===== config.mk =====
export PLATFORM = sky130hd
export DESIGN_NAME = nearest_sample_inside_test_unit_flat
export DESIGN_NICKNAME = d
export VERILOG_FILES = /design/src/hw/rtl/nsit_pkg.sv /design/src/hw/rtl/nsit_in_if.sv /design/src/hw/rtl/nsit_out_if.sv /design/src/hw/rtl/nearest_sample_inside_test_unit.sv /design/src/flat_wrapper.sv
export SDC_FILE = /design/constraint.sdc
export NUM_CORES = 2
export LEC_CHECK = 0
export BUFFER_PORTS_ARGS = -buffer_cell sky130_fd_sc_hd__buf_4
export CAP_MARGIN = 10
export CORE_MARGIN = 8
export CORE_UTILIZATION = 50
export CTS_BUF_LIST = sky130_fd_sc_hd__clkbuf_16
export CTS_CLUSTER_SIZE = 24
export DETAILED_ROUTE_END_ITERATION = 8
export PLACE_DENSITY = 0.65
export SYNTH_ARGS = -nofsm -noshare
export SYNTH_HDL_FRONTEND = slang
export SYNTH_SLANG_ARGS = --single-unit

===== constraint.sdc =====
create_clock -name clk_i -period 7 [get_ports clk_i]
set_clock_uncertainty 0.05 [all_clocks]
set_input_delay 2.1 -clock clk_i [delete_from_list [all_inputs] [get_ports clk_i]]
set_output_delay 2.1 -clock clk_i [all_outputs]
set_load 0.01 [all_outputs]

===== src/hw/rtl/nsit_pkg.sv =====
`timescale 1ns / 1ps

package nsit_pkg;

  localparam int unsigned CoordBitsDef = 16;

endpackage


===== src/hw/rtl/nsit_in_if.sv =====
`timescale 1ns / 1ps

interface nsit_in_if #(
  parameter int unsigned COORD_BITS = nsit_pkg::CoordBitsDef
);
  logic                         valid;
  logic                         ready;
  logic signed [COORD_BITS-1:0] query_x;
  logic signed [COORD_BITS-1:0] query_y;
  logic signed [COORD_BITS-1:0] query_z;
  logic signed [COORD_BITS-1:0] surf_x;
  logic signed [COORD_BITS-1:0] surf_y;
  logic signed [COORD_BITS-1:0] surf_z;
  logic signed [COORD_BITS-1:0] normal_x;
  logic signed [COORD_BITS-1:0] normal_y;
  logic signed [COORD_BITS-1:0] normal_z;
  logic                         last_sample;

  modport source (
    output valid, query_x, query_y, query_z, surf_x, surf_y, surf_z,
           normal_x, normal_y, normal_z, last_sample,
    input  ready
  );

  modport sink (
    input  valid, query_x, query_y, query_z, surf_x, surf_y, surf_z,
           normal_x, normal_y, normal_z, last_sample,
    output ready
  );
endinterface


===== src/hw/rtl/nsit_out_if.sv =====
`timescale 1ns / 1ps

interface nsit_out_if;
  logic valid;
  logic ready;
  logic inside_res;

  modport source (
    output valid, inside_res,
    input  ready
  );

  modport sink (
    input  valid, inside_res,
    output ready
  );
endinterface


===== src/hw/rtl/nearest_sample_inside_test_unit.sv =====
`timescale 1ns / 1ps

// Nearest-sample inside test. Stream the surface samples of one query as
// words on sample_i, the query point repeated on each, and mark the final
// sample with last_sample. The unit keeps the sample at the smallest squared
// distance (the earlier one on a tie) and, on the last word, returns one word
// on result_o: inside_res is 1 when (sample - query) . normal of that sample
// is strictly positive. Its running state then clears for the next query.
// One sample word is taken every clock cycle while sample_i.ready is high.
// A result passes three registers: the difference register, the register
// behind the six 17-bit multipliers and the result register after the
// distance compare. sample_i.ready drops only while a result word waits on
// result_o and a further last sample has reached the compare stage.
module nearest_sample_inside_test_unit #(
  parameter int unsigned COORD_BITS = nsit_pkg::CoordBitsDef
) (
  input  logic       clk_i,
  input  logic       rst_ni,
  nsit_in_if.sink    sample_i,
  nsit_out_if.source result_o
);

  localparam int unsigned DiffBits = COORD_BITS + 1;
  localparam int unsigned DotPBits = DiffBits + COORD_BITS;
  localparam int unsigned DistBits = 2 * COORD_BITS + 2;
  localparam int unsigned DotBits  = 2 * COORD_BITS + 2;

  logic                         v1_q;
  logic                         last1_q;
  logic signed [DiffBits-1:0]   dx_q, dy_q, dz_q;
  logic signed [COORD_BITS-1:0] nx_q, ny_q, nz_q;

  logic                         v2_q;
  logic                         last2_q;
  logic        [DistBits-1:0]   sqx_q, sqy_q, sqz_q;
  logic signed [DotPBits-1:0]   pdx_q, pdy_q, pdz_q;

  logic                         best_facing_q;
  logic        [DistBits-1:0]   best_dist_q;
  logic                         out_valid_q;
  logic                         out_res_q;

  logic signed [DiffBits-1:0]   dx_d, dy_d, dz_d;
  logic signed [2*DiffBits-1:0] sqx_full, sqy_full, sqz_full;
  logic signed [DotPBits-1:0]   pdx_full, pdy_full, pdz_full;
  logic        [DistBits-1:0]   dist_sum;
  logic signed [DotBits-1:0]    dot_sum;
  logic                         dot_pos;
  logic                         closer;
  logic                         adv2, rdy2, adv1, in_rdy;
  logic                         in_fire, out_fire;

  assign in_fire  = sample_i.valid && in_rdy;
  assign out_fire = out_valid_q && result_o.ready;

  assign adv2   = v2_q && (!last2_q || !out_valid_q || result_o.ready);
  assign rdy2   = !v2_q || adv2;
  assign adv1   = v1_q && rdy2;
  assign in_rdy = !v1_q || adv1;

  assign dx_d = DiffBits'(sample_i.surf_x) - DiffBits'(sample_i.query_x);
  assign dy_d = DiffBits'(sample_i.surf_y) - DiffBits'(sample_i.query_y);
  assign dz_d = DiffBits'(sample_i.surf_z) - DiffBits'(sample_i.query_z);

  assign sqx_full = dx_q * dx_q;
  assign sqy_full = dy_q * dy_q;
  assign sqz_full = dz_q * dz_q;

  assign pdx_full = dx_q * nx_q;
  assign pdy_full = dy_q * ny_q;
  assign pdz_full = dz_q * nz_q;

  assign dist_sum = sqx_q + sqy_q + sqz_q;
  assign dot_sum  = DotBits'(pdx_q) + DotBits'(pdy_q) + DotBits'(pdz_q);
  assign dot_pos  = !dot_sum[DotBits-1] && (|dot_sum);
  assign closer   = dist_sum < best_dist_q;

  always_ff @(posedge clk_i or negedge rst_ni) begin
    if (!rst_ni) begin
      v1_q          <= 1'b0;
      v2_q          <= 1'b0;
      out_valid_q   <= 1'b0;
      best_dist_q   <= '1;
      best_facing_q <= 1'b0;
    end else begin
      if (in_fire) begin
        v1_q <= 1'b1;
      end else if (adv1) begin
        v1_q <= 1'b0;
      end
      if (adv1) begin
        v2_q <= 1'b1;
      end else if (adv2) begin
        v2_q <= 1'b0;
      end
      if (adv2 && last2_q) begin
        out_valid_q <= 1'b1;
      end else if (out_fire) begin
        out_valid_q <= 1'b0;
      end
      if (adv2) begin
        if (last2_q) begin
          best_dist_q   <= '1;
          best_facing_q <= 1'b0;
        end else if (closer) begin
          best_dist_q   <= dist_sum;
          best_facing_q <= dot_pos;
        end
      end
    end
  end

  always_ff @(posedge clk_i) begin
    if (in_fire) begin
      last1_q <= sample_i.last_sample;
      dx_q    <= dx_d;
      dy_q    <= dy_d;
      dz_q    <= dz_d;
      nx_q    <= sample_i.normal_x;
      ny_q    <= sample_i.normal_y;
      nz_q    <= sample_i.normal_z;
    end
    if (adv1) begin
      last2_q <= last1_q;
      sqx_q   <= DistBits'(unsigned'(sqx_full));
      sqy_q   <= DistBits'(unsigned'(sqy_full));
      sqz_q   <= DistBits'(unsigned'(sqz_full));
      pdx_q   <= pdx_full;
      pdy_q   <= pdy_full;
      pdz_q   <= pdz_full;
    end
    if (adv2 && last2_q) begin
      out_res_q <= closer ? dot_pos : best_facing_q;
    end
  end

  assign sample_i.ready      = in_rdy;
  assign result_o.valid      = out_valid_q;
  assign result_o.inside_res = out_res_q;

endmodule


===== src/flat_wrapper.sv =====
// flat-port wrapper written by rule: the top's interface ports become plain ports
module nearest_sample_inside_test_unit_flat 
#(
  parameter int unsigned COORD_BITS = nsit_pkg::CoordBitsDef
)
  (clk_i, rst_ni, sample_i_valid, sample_i_query_x, sample_i_query_y, sample_i_query_z, sample_i_surf_x, sample_i_surf_y, sample_i_surf_z, sample_i_normal_x, sample_i_normal_y, sample_i_normal_z, sample_i_last_sample, sample_i_ready, result_o_valid, result_o_inside_res, result_o_ready);
  nsit_in_if #(.COORD_BITS(COORD_BITS)) sample_i_i ();
  nsit_out_if result_o_i ();
  input  logic clk_i;
  input  logic rst_ni;
  input wire logic [$bits(sample_i_i.valid)-1:0] sample_i_valid;
  input wire logic [$bits(sample_i_i.query_x)-1:0] sample_i_query_x;
  input wire logic [$bits(sample_i_i.query_y)-1:0] sample_i_query_y;
  input wire logic [$bits(sample_i_i.query_z)-1:0] sample_i_query_z;
  input wire logic [$bits(sample_i_i.surf_x)-1:0] sample_i_surf_x;
  input wire logic [$bits(sample_i_i.surf_y)-1:0] sample_i_surf_y;
  input wire logic [$bits(sample_i_i.surf_z)-1:0] sample_i_surf_z;
  input wire logic [$bits(sample_i_i.normal_x)-1:0] sample_i_normal_x;
  input wire logic [$bits(sample_i_i.normal_y)-1:0] sample_i_normal_y;
  input wire logic [$bits(sample_i_i.normal_z)-1:0] sample_i_normal_z;
  input wire logic [$bits(sample_i_i.last_sample)-1:0] sample_i_last_sample;
  output wire logic [$bits(sample_i_i.ready)-1:0] sample_i_ready;
  output wire logic [$bits(result_o_i.valid)-1:0] result_o_valid;
  output wire logic [$bits(result_o_i.inside_res)-1:0] result_o_inside_res;
  input wire logic [$bits(result_o_i.ready)-1:0] result_o_ready;
  assign sample_i_i.valid = sample_i_valid;
  assign sample_i_i.query_x = sample_i_query_x;
  assign sample_i_i.query_y = sample_i_query_y;
  assign sample_i_i.query_z = sample_i_query_z;
  assign sample_i_i.surf_x = sample_i_surf_x;
  assign sample_i_i.surf_y = sample_i_surf_y;
  assign sample_i_i.surf_z = sample_i_surf_z;
  assign sample_i_i.normal_x = sample_i_normal_x;
  assign sample_i_i.normal_y = sample_i_normal_y;
  assign sample_i_i.normal_z = sample_i_normal_z;
  assign sample_i_i.last_sample = sample_i_last_sample;
  assign sample_i_ready = sample_i_i.ready;
  assign result_o_valid = result_o_i.valid;
  assign result_o_inside_res = result_o_i.inside_res;
  assign result_o_i.ready = result_o_ready;
  nearest_sample_inside_test_unit #(.COORD_BITS(COORD_BITS)) u_core (.clk_i(clk_i), .rst_ni(rst_ni), .sample_i(sample_i_i), .result_o(result_o_i));
endmodule

Word-level counts from Yosys, hierarchy flattened

Cells that the tools add are included.

$add $sub $neg: 7
Multipliers: 6
Order comparisons: 1
Muxes and demuxes: 10
Reduce and logical (&&, ||, !) cells: 21

Operators with widths:

| operator                     | number |
|---|---|
| multiplier 17 x 17 -> 34 bit | 3 |
| multiplier 17 x 16 -> 33 bit | 3 |
| adder 34 bit                 | 2 |
| two-way mux 34 bit           | 2 |
| subtractor 16 x 16 -> 17 bit | 3 |
| adder 33 x 33 -> 34 bit      | 1 |
| adder 34 x 33 -> 34 bit      | 1 |
| < comparator 34 bit          | 1 |
| OR reduction 34 bit          | 1 |
| two-way mux 1 bit            | 8 |
| nonzero test 2 bit           | 4 |
| logical AND 1 bit            | 6 |
| logical NOT 1 bit            | 5 |
| logical OR 1 bit             | 4 |
| AND reduction 2 bit          | 1 |

Flip-flop bits (word level): 341
Input port bits: 149
Output and inout bits: 3
Word-level logic and storage cells: 65

Depth between registers and ports, before layout

Depth in word-level cells: 9
Gate-level depth with buffers: 27

Worst setup path before layout

No wires, ideal clock.

Path kind: input to register
Start: in result_o_ready
End: reg u_core.last2_q, enable pin
Setup time: 0.583 ns
Data arrival time: 6.791 ns
Data required time: 6.367 ns
Slack: -0.425 ns
Stages on the path: 3
Buffers on the path: 0
Cell sequence: nor2b_1 > nand3_1 > and2_1

Cells in the longest elaborated chain, start to end: 4

RTL lines:

| item                   | line                                   | source |
|---|---|---|
| start: declaration     | flat_wrapper.sv:25                     | `input wire logic [$bits(result_o_i.ready)-1:0] result_o_ready;` |
| logical OR 1 bit       | nearest_sample_inside_test_unit.sv:56  | `assign adv2 = v2_q && (!last2_q \|\| !out_valid_q \|\| result_o.ready);` |
| logical AND 1 bit      | nearest_sample_inside_test_unit.sv:56  |  |
| logical OR 1 bit       | nearest_sample_inside_test_unit.sv:57  | `assign rdy2 = !v2_q \|\| adv2;` |
| logical AND 1 bit      | nearest_sample_inside_test_unit.sv:58  | `assign adv1 = v1_q && rdy2;` |
| via u_core.adv1        | nearest_sample_inside_test_unit.sv:50  | `logic adv2, rdy2, adv1, in_rdy;` |
| end signal: assignment | nearest_sample_inside_test_unit.sv:124 | `last2_q <= last1_q;` |
| end: declaration       | nearest_sample_inside_test_unit.sv:34  | `logic last2_q;` |

The timed path passes the listed nets, and every way through them passes these cells.
A chain may end at the register's enable or synchronous reset.

Worst setup path after layout

Start: reg u_core.dx_q[6]
End: reg u_core.sqx_q[33] (data pin)

Cells in the longest elaborated chain, start to end: 1

RTL lines:

| item                         | line                                   | source |
|---|---|---|
| start: declaration           | nearest_sample_inside_test_unit.sv:30  | `logic signed [DiffBits-1:0] dx_q, dy_q, dz_q;` |
| start signal: assignment     | nearest_sample_inside_test_unit.sv:116 | `dx_q <= dx_d;` |
| multiplier 17 x 17 -> 34 bit | nearest_sample_inside_test_unit.sv:65  | `assign sqx_full = dx_q * dx_q;` |
| via u_core.sqx_full[33]      | nearest_sample_inside_test_unit.sv:44  | `logic signed [2*DiffBits-1:0] sqx_full, sqy_full, sqz_full;` |
| end signal: assignment       | nearest_sample_inside_test_unit.sv:125 | `sqx_q <= DistBits'(unsigned'(sqx_full));` |
| end: declaration             | nearest_sample_inside_test_unit.sv:35  | `logic [DistBits-1:0] sqx_q, sqy_q, sqz_q;` |

The timed path passes the listed nets, and every way through them passes these cells.

==> impl_results.md <==
* Status: finished, final reports clean
* Pre-CTS WS at -0.100 ns
* Crit-path max FO at 34
* Critical path depth in cells at 24
* Hold path depth at 1
* First-pass GRT wire length at 306000 um
* Post-Syn Nets at between 10000 and 15000
* RSZ-0062 raised after global routing: yes
* DRC Markers at 0
* Routed Antenna Nets at 0
* Crit path kind: register to register
* #FFs+latches synth at 338
* GR Layer Usage met1 at 30.8%
* Final WL at 185000 um
* YS warnings at 0
* Nature of the critical path endpoint: register
* Reg2reg path depth at 24
* Fin util at 54.6%
* All-layer global routing usage at 22.6%
* Dpl hpwl at 154000 um
* Chip Width at 411 um
* Pin count of the biggest net entering global routing at 164
* Row count at ~150
* Via-to-Cell Ratio at 5.23
* Sink Count at 338
* CTS tree: done
* Drt wl/cell at 18.0 um
* Final period util at 96.3%
* M2 GR Usage at 38.0%
* Worst Max-Slew Pin Slew at 1.03 ns
* CP required at 7.32 ns
* Nets at 10700
* Global routing usage on met3 at 2.90%
* Ratio of cells with drive above 1 in the final layout at 7.28%
* Relative slew slack at 29.7%
* Worst-Skew Late Latency at 0.66 ns
* Final std cells w/o fill at 10300
* GRT Max-Usage Layer: met2
* Min Tclk post-route at around 6.7 ns
* CTS max path bufs at 3
* Post-DP Area at 0.0826 sq mm
* Hold crit path type: register to register
* CP max-delay cell: fa_1
* Slew Viols, Final at 0
* # port buffers at 151
* Post-route cell area at 0.0849 sq mm
* Count of final hold-check violations at 0
* Ys flop type: edfxtp_1
* Cell mode on critical path: fa_1
* Syn_area_per_cell at 9.76 sq um
* Clk root buf: clkbuf_16
* Data arrival, critical path at about 7 ns
* Post-synth EDFFs at 300
* Fillers at 13900
* Final worst setup slack at 0.256 ns
* H-Tree Depth at 2
* Fmax achieved at 148 MHz
* Die H at 411 um
* CTS Buf Count at 47
* Buf/Inv on CP at 5
* Max-cap violations at 0
* Starting Density at 50.1%
* CP cell instances: buf_12 -> and2_1 -> fa_1 -> fa_1 -> inv_1 -> fa_1 -> inv_1 -> fa_1 -> fa_1 -> inv_1 -> fa_1 -> inv_1 -> ha_1 -> and4_1 -> o2111ai_1 -> a21o_1 -> a311oi_2 -> o22ai_2 -> o22ai_2 -> o41ai_2 -> o2111ai_2 -> nor2_1 -> o21bai_1 -> xnor2_1
* Reg clk slew, reported paths at roughly 0.060 ns
* Vias at 53800
* Initial antenna violation count at 4
* CORE AREA at ~0.16 sq mm
* GPL Wtd Cong at 0.890
* P&R area growth vs syn at 8.91%
* Detailed Route Iter0 Violations at around 2900
* FFs w/ async S/R, synth at 11.2%
* CP max stage delay at between 0.5 and 0.6 ns
* Register area share after synthesis at about an eighth
* Die area at 0.169 sq mm
* Hold Buf Count CTS at 0
* Setup crit start kind: register
* # IOs at 152
* Vias in the first global route at 58200
* Pre-Repair DR Iteration Count at 5
* Synth cell types at 80
* Placed cell count at 10100
* CP delay by family, top: adder cells
* Remaining Overflow, GRT at 0
* Setup Viol. Count Final at 0
* Synthesized instance count at 7987
* Cell Area, Synth at 0.0780 sq mm
## placed cells by master (no fill, tap or decap), drive strengths merged, types with 217 or more instances in the layout
cell type | netlist | layout
inv | 2031 | 2034
edfxtp | 300 | 300
and2 | 566 | 566
nor2 | 322 | 322
nand2 | 727 | 727
a21oi | 217 | 217
ha | 671 | 671
xnor2 | 256 | 256
fa | 1694 | 1694
buf | 4 | 411
## Yosys cell counts, types with 11 or more instances
master | number | area, sq um
nand2b_1 | 53 | 332
nand4_1 | 13 | 81.3
a31o_2 | 20 | 175
ha_1 | 671 | 8400
xor2_1 | 55 | 482
clkbuf_1 | 252 | 946
a211oi_1 | 22 | 165
nand3_1 | 46 | 230
and2_1 | 566 | 3540
fa_1 | 1694 | 33900
a211o_1 | 11 | 96.3
a31oi_1 | 20 | 125
a21o_1 | 89 | 668
o22ai_1 | 17 | 106
nor2b_1 | 77 | 482
or3_1 | 19 | 119
nor2_1 | 322 | 1210
o2111ai_1 | 12 | 105
o21a_1 | 50 | 375
nor3_1 | 47 | 235
a21boi_0 | 27 | 203
a21oi_1 | 217 | 1090
o21ai_0 | 139 | 696
o31ai_1 | 12 | 90.1
o211ai_1 | 13 | 97.6
edfxtp_1 | 300 | 9010
and3_1 | 11 | 68.8
o21bai_1 | 29 | 218
inv_1 | 2031 | 7620
nand2_1 | 727 | 2730
dfstp_2 | 34 | 893
xnor2_1 | 256 | 2240
## per-stage QoR
stage,setup TNS (ns),hold WS (ns)
after floorplan,0,0.350
after global placement,-0.0865,0.424
after detailed placement,-0.198,0.450
after CTS,0,0.471
after global routing,-0.0805,0.491
final,0,0.468
## routing by layer
layer  up-vias  routed length [um]
li1      24500                   -
met3       231               10300
met5         -                  13
met1     27800               78000
met2      1349               90600
met4         2                6110
## state kept, by name, summed over array words and instances (netlist names), 16 cells and up
register / cells
u_core.best_dist_q: 34
u_core.pdx_q: 33
u_core.pdy_q: 33
u_core.pdz_q: 33
u_core.sqx_q: 33
u_core.sqy_q: 33
u_core.sqz_q: 33
u_core.dx_q: 17
u_core.dy_q: 17
u_core.dz_q: 17
u_core.nx_q: 16
u_core.ny_q: 16
u_core.nz_q: 16
## cells by family (layout without fill, tap and decap cells)
| group | after synthesis | count (layout) | share of synthesized area [%] |
|---|---|---|---|
| multiplexers | 9 | 9 | 0.116 |
| adder cells (fa/ha/maj) | 2365 | 2365 | 54.3 |
| flip-flops | 338 | 338 | 12.8 |
| buffers and inverters | 2287 | 2531 | 11.0 |
| AO/OA/AOI/OAI | 759 | 759 | 6.35 |
| XOR/XNOR | 311 | 311 | 3.49 |
| AND/OR/NAND/NOR | 1917 | 1917 | 11.9 |
| other | 1 | 5 | 0.00481 |
## worst register-to-register path: cells and delay by family, from the launching register on
kind            cells  cell delay (ns)
fa+ha+maj           7             3.34
compound gates      8             1.61
simple gates        3             0.57
flops               1             0.41
buf+inv             5             0.39
xor+xnor            1             0.09
## layout make-up
cell class / count / area, sq um / share of cell area [%]
diodes: 4 / 10.0 / 0.0118
clock buffers: 47 / 1180 / 1.39
clock inverters: 41 / 452 / 0.532
inverters: 2031 / 7620 / 8.98
multi-input cells: 5362 / 59600 / 70.1
flip-flops and latches: 338 / 10000 / 11.8
well taps: 2058 / 2570 / 3.03
repair buffers: 412 / 3510 / 4.13
## final timing paths
check | slack, ns | start | to
worst max-delay path | 0.26 | u_core.dx_q[6] | u_core.sqx_q[33]
worst min-delay path | 0.47 | u_core.v1_q | u_core.v2_q
worst max register to register | 0.26 | u_core.dx_q[6] | u_core.sqx_q[33]
worst min register to register | 0.47 | u_core.v1_q | u_core.v2_q
max in group asynchronous | 5.15 | rst_ni | u_core.best_dist_q[24]
min in group asynchronous | 1.38 | rst_ni | u_core.v2_q
## repair_timing
| item | in CTS | in global routing |
|---|---|---|
| endpoints found under the setup margin | 2 | 26 |
| resized for setup | 2 | 39 |
| cloned | 0 | 1 |
| pin swaps | 0 | 2 |
| buffers inserted | 0 | 54 |
Power is left out: the tool's default activity adds up to more than one toggle a clock period on the data nets, which glitch-free logic cannot reach.
